### src/rtl/fid_pkg.sv
package fid_pkg;

	localparam int IDX_W   = 7;
	localparam int VAL_W   = 64;
	localparam int TRI_W   = 2 * IDX_W;
	localparam int HALF_W  = 32;
	localparam int PROD_W  = 128;
	localparam int SC_W    = 131;
	localparam int WGT_W   = 4;
	localparam int IN_W    = 4 * IDX_W + VAL_W;
	localparam int TDATA_W = 96;
	localparam int TUSER_W = 2;

	localparam logic [2:0] MUL_LAST = 3'd4;

	typedef enum logic [1:0] {
		OP_LOAD   = 2'd0,
		OP_DIGEST = 2'd1,
		OP_READ   = 2'd2,
		OP_CLEAR  = 2'd3
	} op_t;

	typedef enum logic [3:0] {
		ST_INIT,
		ST_IDLE,
		ST_EXEC,
		ST_ORDER,
		ST_PLAN,
		ST_DRD,
		ST_MAG,
		ST_MUL,
		ST_SCALE,
		ST_ROUND,
		ST_WRITE,
		ST_GOUT
	} state_t;

	typedef struct packed {
		logic       accept;
		logic       exec;
		logic       order;
		logic       plan;
		logic       d_rd;
		logic       mag;
		logic       mul;
		logic [2:0] mul_cnt;
		logic       scale;
		logic       round;
		logic       wr;
		logic       out_load;
		logic       init_wr;
		logic [2:0] acc_idx;
	} cmd_t;

	typedef struct packed {
		op_t        op;
		logic       idx_ok;
		logic       v_zero;
		logic [1:0] npairs;
		logic       clr_last;
		logic       out_busy;
	} status_t;

	// packed lower-triangle address of (a,b)
	function automatic logic [TRI_W-1:0] tri_addr(input logic [IDX_W-1:0] a,
			input logic [IDX_W-1:0] b);
		logic [IDX_W-1:0] hi;
		logic [IDX_W-1:0] lo;
		logic [IDX_W:0]   hi1;
		logic [TRI_W:0]   prod;
		hi   = (a > b) ? a : b;
		lo   = (a > b) ? b : a;
		hi1  = {1'b0, hi} + 1'b1;
		prod = (TRI_W + 1)'(hi) * (TRI_W + 1)'(hi1);
		return prod[TRI_W:1] + TRI_W'(lo);
	endfunction

	// same triangle entry, i.e. equal as unordered pairs
	function automatic logic pair_eq(input logic [IDX_W-1:0] a, input logic [IDX_W-1:0] b,
			input logic [IDX_W-1:0] c, input logic [IDX_W-1:0] d);
		return ((a == c) && (b == d)) || ((a == d) && (b == c));
	endfunction

endpackage

### src/rtl/fid_ctrl.sv
module fid_ctrl import fid_pkg::*; (
	input  logic    clk,
	input  logic    arst_n,
	input  logic    s_tvalid,
	output logic    s_tready,
	input  status_t st,
	output cmd_t    cmd
);

	state_t     state_q, state_d;
	logic [2:0] acc_q, acc_d;
	logic [2:0] mul_q, mul_d;
	logic [2:0] acc_last;

	assign acc_last = {st.npairs, 1'b0} - 3'd1;
	assign s_tready = (state_q == ST_IDLE);

	always_ff @(posedge clk or negedge arst_n) begin
		if (!arst_n) begin
			state_q <= ST_INIT;
			acc_q   <= '0;
			mul_q   <= '0;
		end else begin
			state_q <= state_d;
			acc_q   <= acc_d;
			mul_q   <= mul_d;
		end
	end

	always_comb begin
		state_d     = state_q;
		acc_d       = acc_q;
		mul_d       = mul_q;
		cmd         = '0;
		cmd.acc_idx = acc_q;
		cmd.mul_cnt = mul_q;
		unique case (state_q)
			ST_INIT: begin
				cmd.init_wr = 1'b1;
				if (st.clr_last)
					state_d = ST_IDLE;
			end
			ST_IDLE: begin
				if (s_tvalid) begin
					cmd.accept = 1'b1;
					state_d    = ST_EXEC;
				end
			end
			ST_EXEC: begin
				cmd.exec = 1'b1;
				unique case (st.op)
					OP_LOAD, OP_CLEAR: state_d = ST_IDLE;
					OP_READ:           state_d = ST_GOUT;
					OP_DIGEST:         state_d = (st.idx_ok && !st.v_zero) ? ST_ORDER : ST_IDLE;
					default:           state_d = ST_IDLE;
				endcase
			end
			ST_ORDER: begin
				cmd.order = 1'b1;
				state_d   = ST_PLAN;
			end
			ST_PLAN: begin
				cmd.plan = 1'b1;
				acc_d    = '0;
				state_d  = ST_DRD;
			end
			ST_DRD: begin
				cmd.d_rd = 1'b1;
				state_d  = ST_MAG;
			end
			ST_MAG: begin
				cmd.mag = 1'b1;
				mul_d   = '0;
				state_d = ST_MUL;
			end
			ST_MUL: begin
				cmd.mul = 1'b1;
				mul_d   = mul_q + 3'd1;
				if (mul_q == MUL_LAST)
					state_d = ST_SCALE;
			end
			ST_SCALE: begin
				cmd.scale = 1'b1;
				state_d   = ST_ROUND;
			end
			ST_ROUND: begin
				cmd.round = 1'b1;
				state_d   = ST_WRITE;
			end
			ST_WRITE: begin
				cmd.wr = 1'b1;
				if (acc_q == acc_last) begin
					state_d = ST_IDLE;
				end else begin
					acc_d   = acc_q + 3'd1;
					state_d = ST_DRD;
				end
			end
			ST_GOUT: begin
				if (!st.out_busy) begin
					cmd.out_load = 1'b1;
					state_d      = ST_IDLE;
				end
			end
			default: state_d = ST_IDLE;
		endcase
	end

endmodule

### config.mk
export PLATFORM = sky130hd
export DESIGN_NAME = fid_ctrl
export DESIGN_NICKNAME = d
export VERILOG_FILES = /design/src/rtl/fid_pkg.sv /design/src/rtl/fid_ctrl.sv
export SDC_FILE = /design/constraint.sdc
export NUM_CORES = 1
export LEC_CHECK = 0
export BUFFER_PORTS_ARGS = -buffer_cell sky130_fd_sc_hd__buf_2
export CAP_MARGIN = 10
export CORE_ASPECT_RATIO = 1.2
export CORE_MARGIN = 4
export CORE_UTILIZATION = 43
export CTS_CLUSTER_DIAMETER = 30
export CTS_CLUSTER_SIZE = 30
export DETAILED_ROUTE_END_ITERATION = 16
export PLACE_DENSITY = 0.74
export SLEW_MARGIN = 5
export SYNTH_ARGS = -nofsm -noshare
export SYNTH_HDL_FRONTEND = slang
export SYNTH_SLANG_ARGS = --single-unit
### constraint.sdc
create_clock -name clk -period 1.48 [get_ports clk]
set_input_delay 0.296 -clock clk [delete_from_list [all_inputs] [get_ports clk]]
set_output_delay 0.296 -clock clk [all_outputs]
set_load 0.01 [all_outputs]
==> results.md <==
* Req. time, crit path at 1.18 ns
* TritonCTS Buffers at 3
* DRC at 0
* FF+latch count, synth at 10
* Top cells by area, synth: dfrtp_1 32%, ha_1 9.5%, nand2_1 6.2%
* Commonest cells after routing, fill and taps aside: 23 x buf_2, 17 x buf_6, 17 x buf_4
* Max Root-Sink Buffers at 2
* FF-to-FF path depth at 5
* Critical path depth at 4
* Sequential share of power at a little under a fifth
* Clock sink total at 10
* Inst Count DP at 155
* Maximum vdd drop at 1.332 mV
* Logic pwr share at 73.7%
* Design area at 1503 um2
* Grt total ovfl at 0
* Total number of vias at 1046
* Mean post-synth cell area at roughly 8.0 um2
* Footprint of the multi-input gates at 661.9 um2
* Outcome: finished with violations
* Buffers & Inverters on Critical Path at 2
* Crit path largest cell delay at 0.43 ns
* Yosys top cell area share at a little under a third
* Final WL at 3466 um
* Minimum clock period at 1.747 ns
* Crit path launch: state_q[2]
* Final core occ at between 80% and 90%
* # fillers at 77
* Clk_lat worst skew at 0.28 ns
* Cell Count, Final, Fillers Out at between 150 and 200
* Row count at 16
* Rel. slew slack at about three quarters
* PD cells at 2162 nW/um2
* Vias per cell at 5.910
* Post-synth top area cell: dfrtp_1
* Final hold slack at 0.2341 ns
* Place WS at -0.02553 ns
* H-Tree Depth at 1
* Die area at 2595 um2
* Commonest non-fill, non-tap cell in the layout: buf_2
* Startpoint Class: register
* Reg2Reg Capture Point: state_q[3]
* Setup total negative slack at -2.535 ns
* Hold Crit Class: in2reg
* Setup ws final at -0.2667 ns
* ANT cells at 0
* GRT Overall Usage at 22.66%
* Root Buffer: clkbuf_4
* Wire per inst at 19.58 um
* FF-to-FF Start: state_q[0]
* Tot Pwr at ~3.2 mW
* P_leak at 0.7201 nW
* Tcrit/Tclk final at 118.0%
* Worst Setup End Kind: output port
* Number of global-route vias before repair at 1022
* CP cell instances: nand2b_4 > or3b_4 > inv_2 > buf_6
* Violated checks: setup timing
* Clock share of power at 8.1%
* Core footprint at 1682 um2
* Syn-to-layout area delta at 89.73%
* Final Hold Vio Count at 0
* RSZ-0062 raised after global routing: true
* Crit path max fanout at 3
* Die H at 55.01 um
* Critical Path AT at 1.45 ns
* Syn nets at 116
* Pre-antenna DRT Iters at 5
* Fmax at 0.5725 GHz
* Switching part of the total power at 45.79%
* Max Cap Viol at 0
* Layout cells sized above 1 at 59.75%
* Reg2Reg Setup Slack at -0.21 ns
* Detailed Route Iter0 Violations at 27
* Crit path capture: cmd[5]
* Initial antenna violation count at 0
* FF+latch area at around 250 um2
* ANT nets after route at 0
* Setup Skew at 0.01082 ns
* Final net count at around 180
* Crit-path slowest cell: or3b_4
* RePlAce Congestion at approximately 0.79
* Tightest Pin Transition at 0.3669 ns
* Pint at roughly 1.8 mW
* Initial core utilization at 47.10%
* Die width at 47.18 um
* Largest net degree at the start of global routing at 11
* Setup CP Type: reg2out
* Max Slew Vio Count at 0
* Yosys warning count at 0
* Endpoints failing setup at 17
* Synth cell types at 34
* Post-synthesis cell count at 99
* Port Buf Inserts at 29
* Crit-path leading delay family: simple AND/OR/NAND/NOR gates
* Register area share after synthesis at between 30% and 40%
* Mapped cell area at 792.0 um2
* First-pass GRT wire length at approximately 4200 um
* CTS tree: done
* DP Wirelength at 1666 um
* Post-Place Cell Area at 1046 um2
* Clock transition at path regs at 0.08 ns
* Io pins at 30
* Sw Pwr at between 1 and 1.5 mW
[state kept, by name, indices dropped and copies added (netlist names)]
| register | flops |
|---|---|
| mul_q | 3 |
| acc_q | 3 |
| state_q | 4 |
[repair_timing]
item / 4_1_cts / 5_1_grt
gates resized for setup: 32 / 27
endpoints found under the setup margin: 15 / 19
endpoints found under the hold margin: 10 / 0
pin swaps: 6 / 9
buffers inserted: 10 / 8
hold buffers: 1 / 0
[logic make-up (layout without fill, tap and decap cells)]
kind of cell,after synthesis,after routing,share of synthesized area (%)
flops,10,10,31.60
buf+inv,14,74,7.266
compound gates,22,22,17.06
fa+ha+maj,6,6,9.478
mux,3,3,3.792
simple gates,43,43,29.70
xor+xnor,1,1,1.106
[worst min path at each step]
stage            endpoint  cells past startpoint  slack, ns  startpoint
6_report       state_q[0]                      3       0.23       st[1]
3_3_place_gp     mul_q[2]                      1       0.18      arst_n
3_5_place_dp     acc_q[0]                      1       0.18      arst_n
5_1_grt        state_q[0]                      3       0.24       st[1]
2_1_floorplan    acc_q[0]                      0     0.0004      arst_n
4_1_cts        state_q[0]                      3       0.25       st[1]
[final cells by class]
class,instances,area share [%]
clock buffers,4,2.415
inverters,9,2.248
multi-input cells,75,44.05
flip-flops and latches,10,16.90
well taps,18,1.499
repair buffers,61,32.89
[power by group through the flow]
stage | combinational, mW | sequential [mW] | clock (mW)
after global placement | 1.23 | 0.551 | 0
after CTS | 1.80 | 0.576 | 0.254
after floorplan | 0.741 | 0.527 | 0
final | 2.40 | 0.588 | 0.265
after detailed placement | 1.26 | 0.560 | 0
after global routing | 2.53 | 0.602 | 0.280
[cell usage after synthesis, drive strengths merged]
cell,n
o21ai,4
a211o,1
nor2b,1
nand2,14
nor4b,1
nand2b,5
ha,6
nand3b,3
o22ai,2
o211ai,1
a32oi,1
xnor2,1
a211oi,1
a21oi,8
clkbuf,1
a31oi,1
nor2,8
o31ai,1
a311oi,1
and2,1
or3,1
dfrtp,10
or3b,2
nor4,1
mux2i,3
nor3b,2
inv,9
nor3,4
o21bai,1
buf,4
[tightest hold or removal path, cell delays in order]
cell     delay (ns)
buf_2          0.10
inv_1          0.04
a32oi_1        0.04
[routing by layer]
metal  vias to the layer above  share of wire (%)  global-route usage (%)  routed length, um
met5                         -                  0                       0                  0
met4                         0                4.6                   9.217                161
met3                        19                7.1                   2.913                246
met2                        66                 54                   43.89               1884
met1                       498                 34                   23.73               1174
li1                        463                  -                       -                  -
No activity file was read; power rests on OpenSTA's default activity.
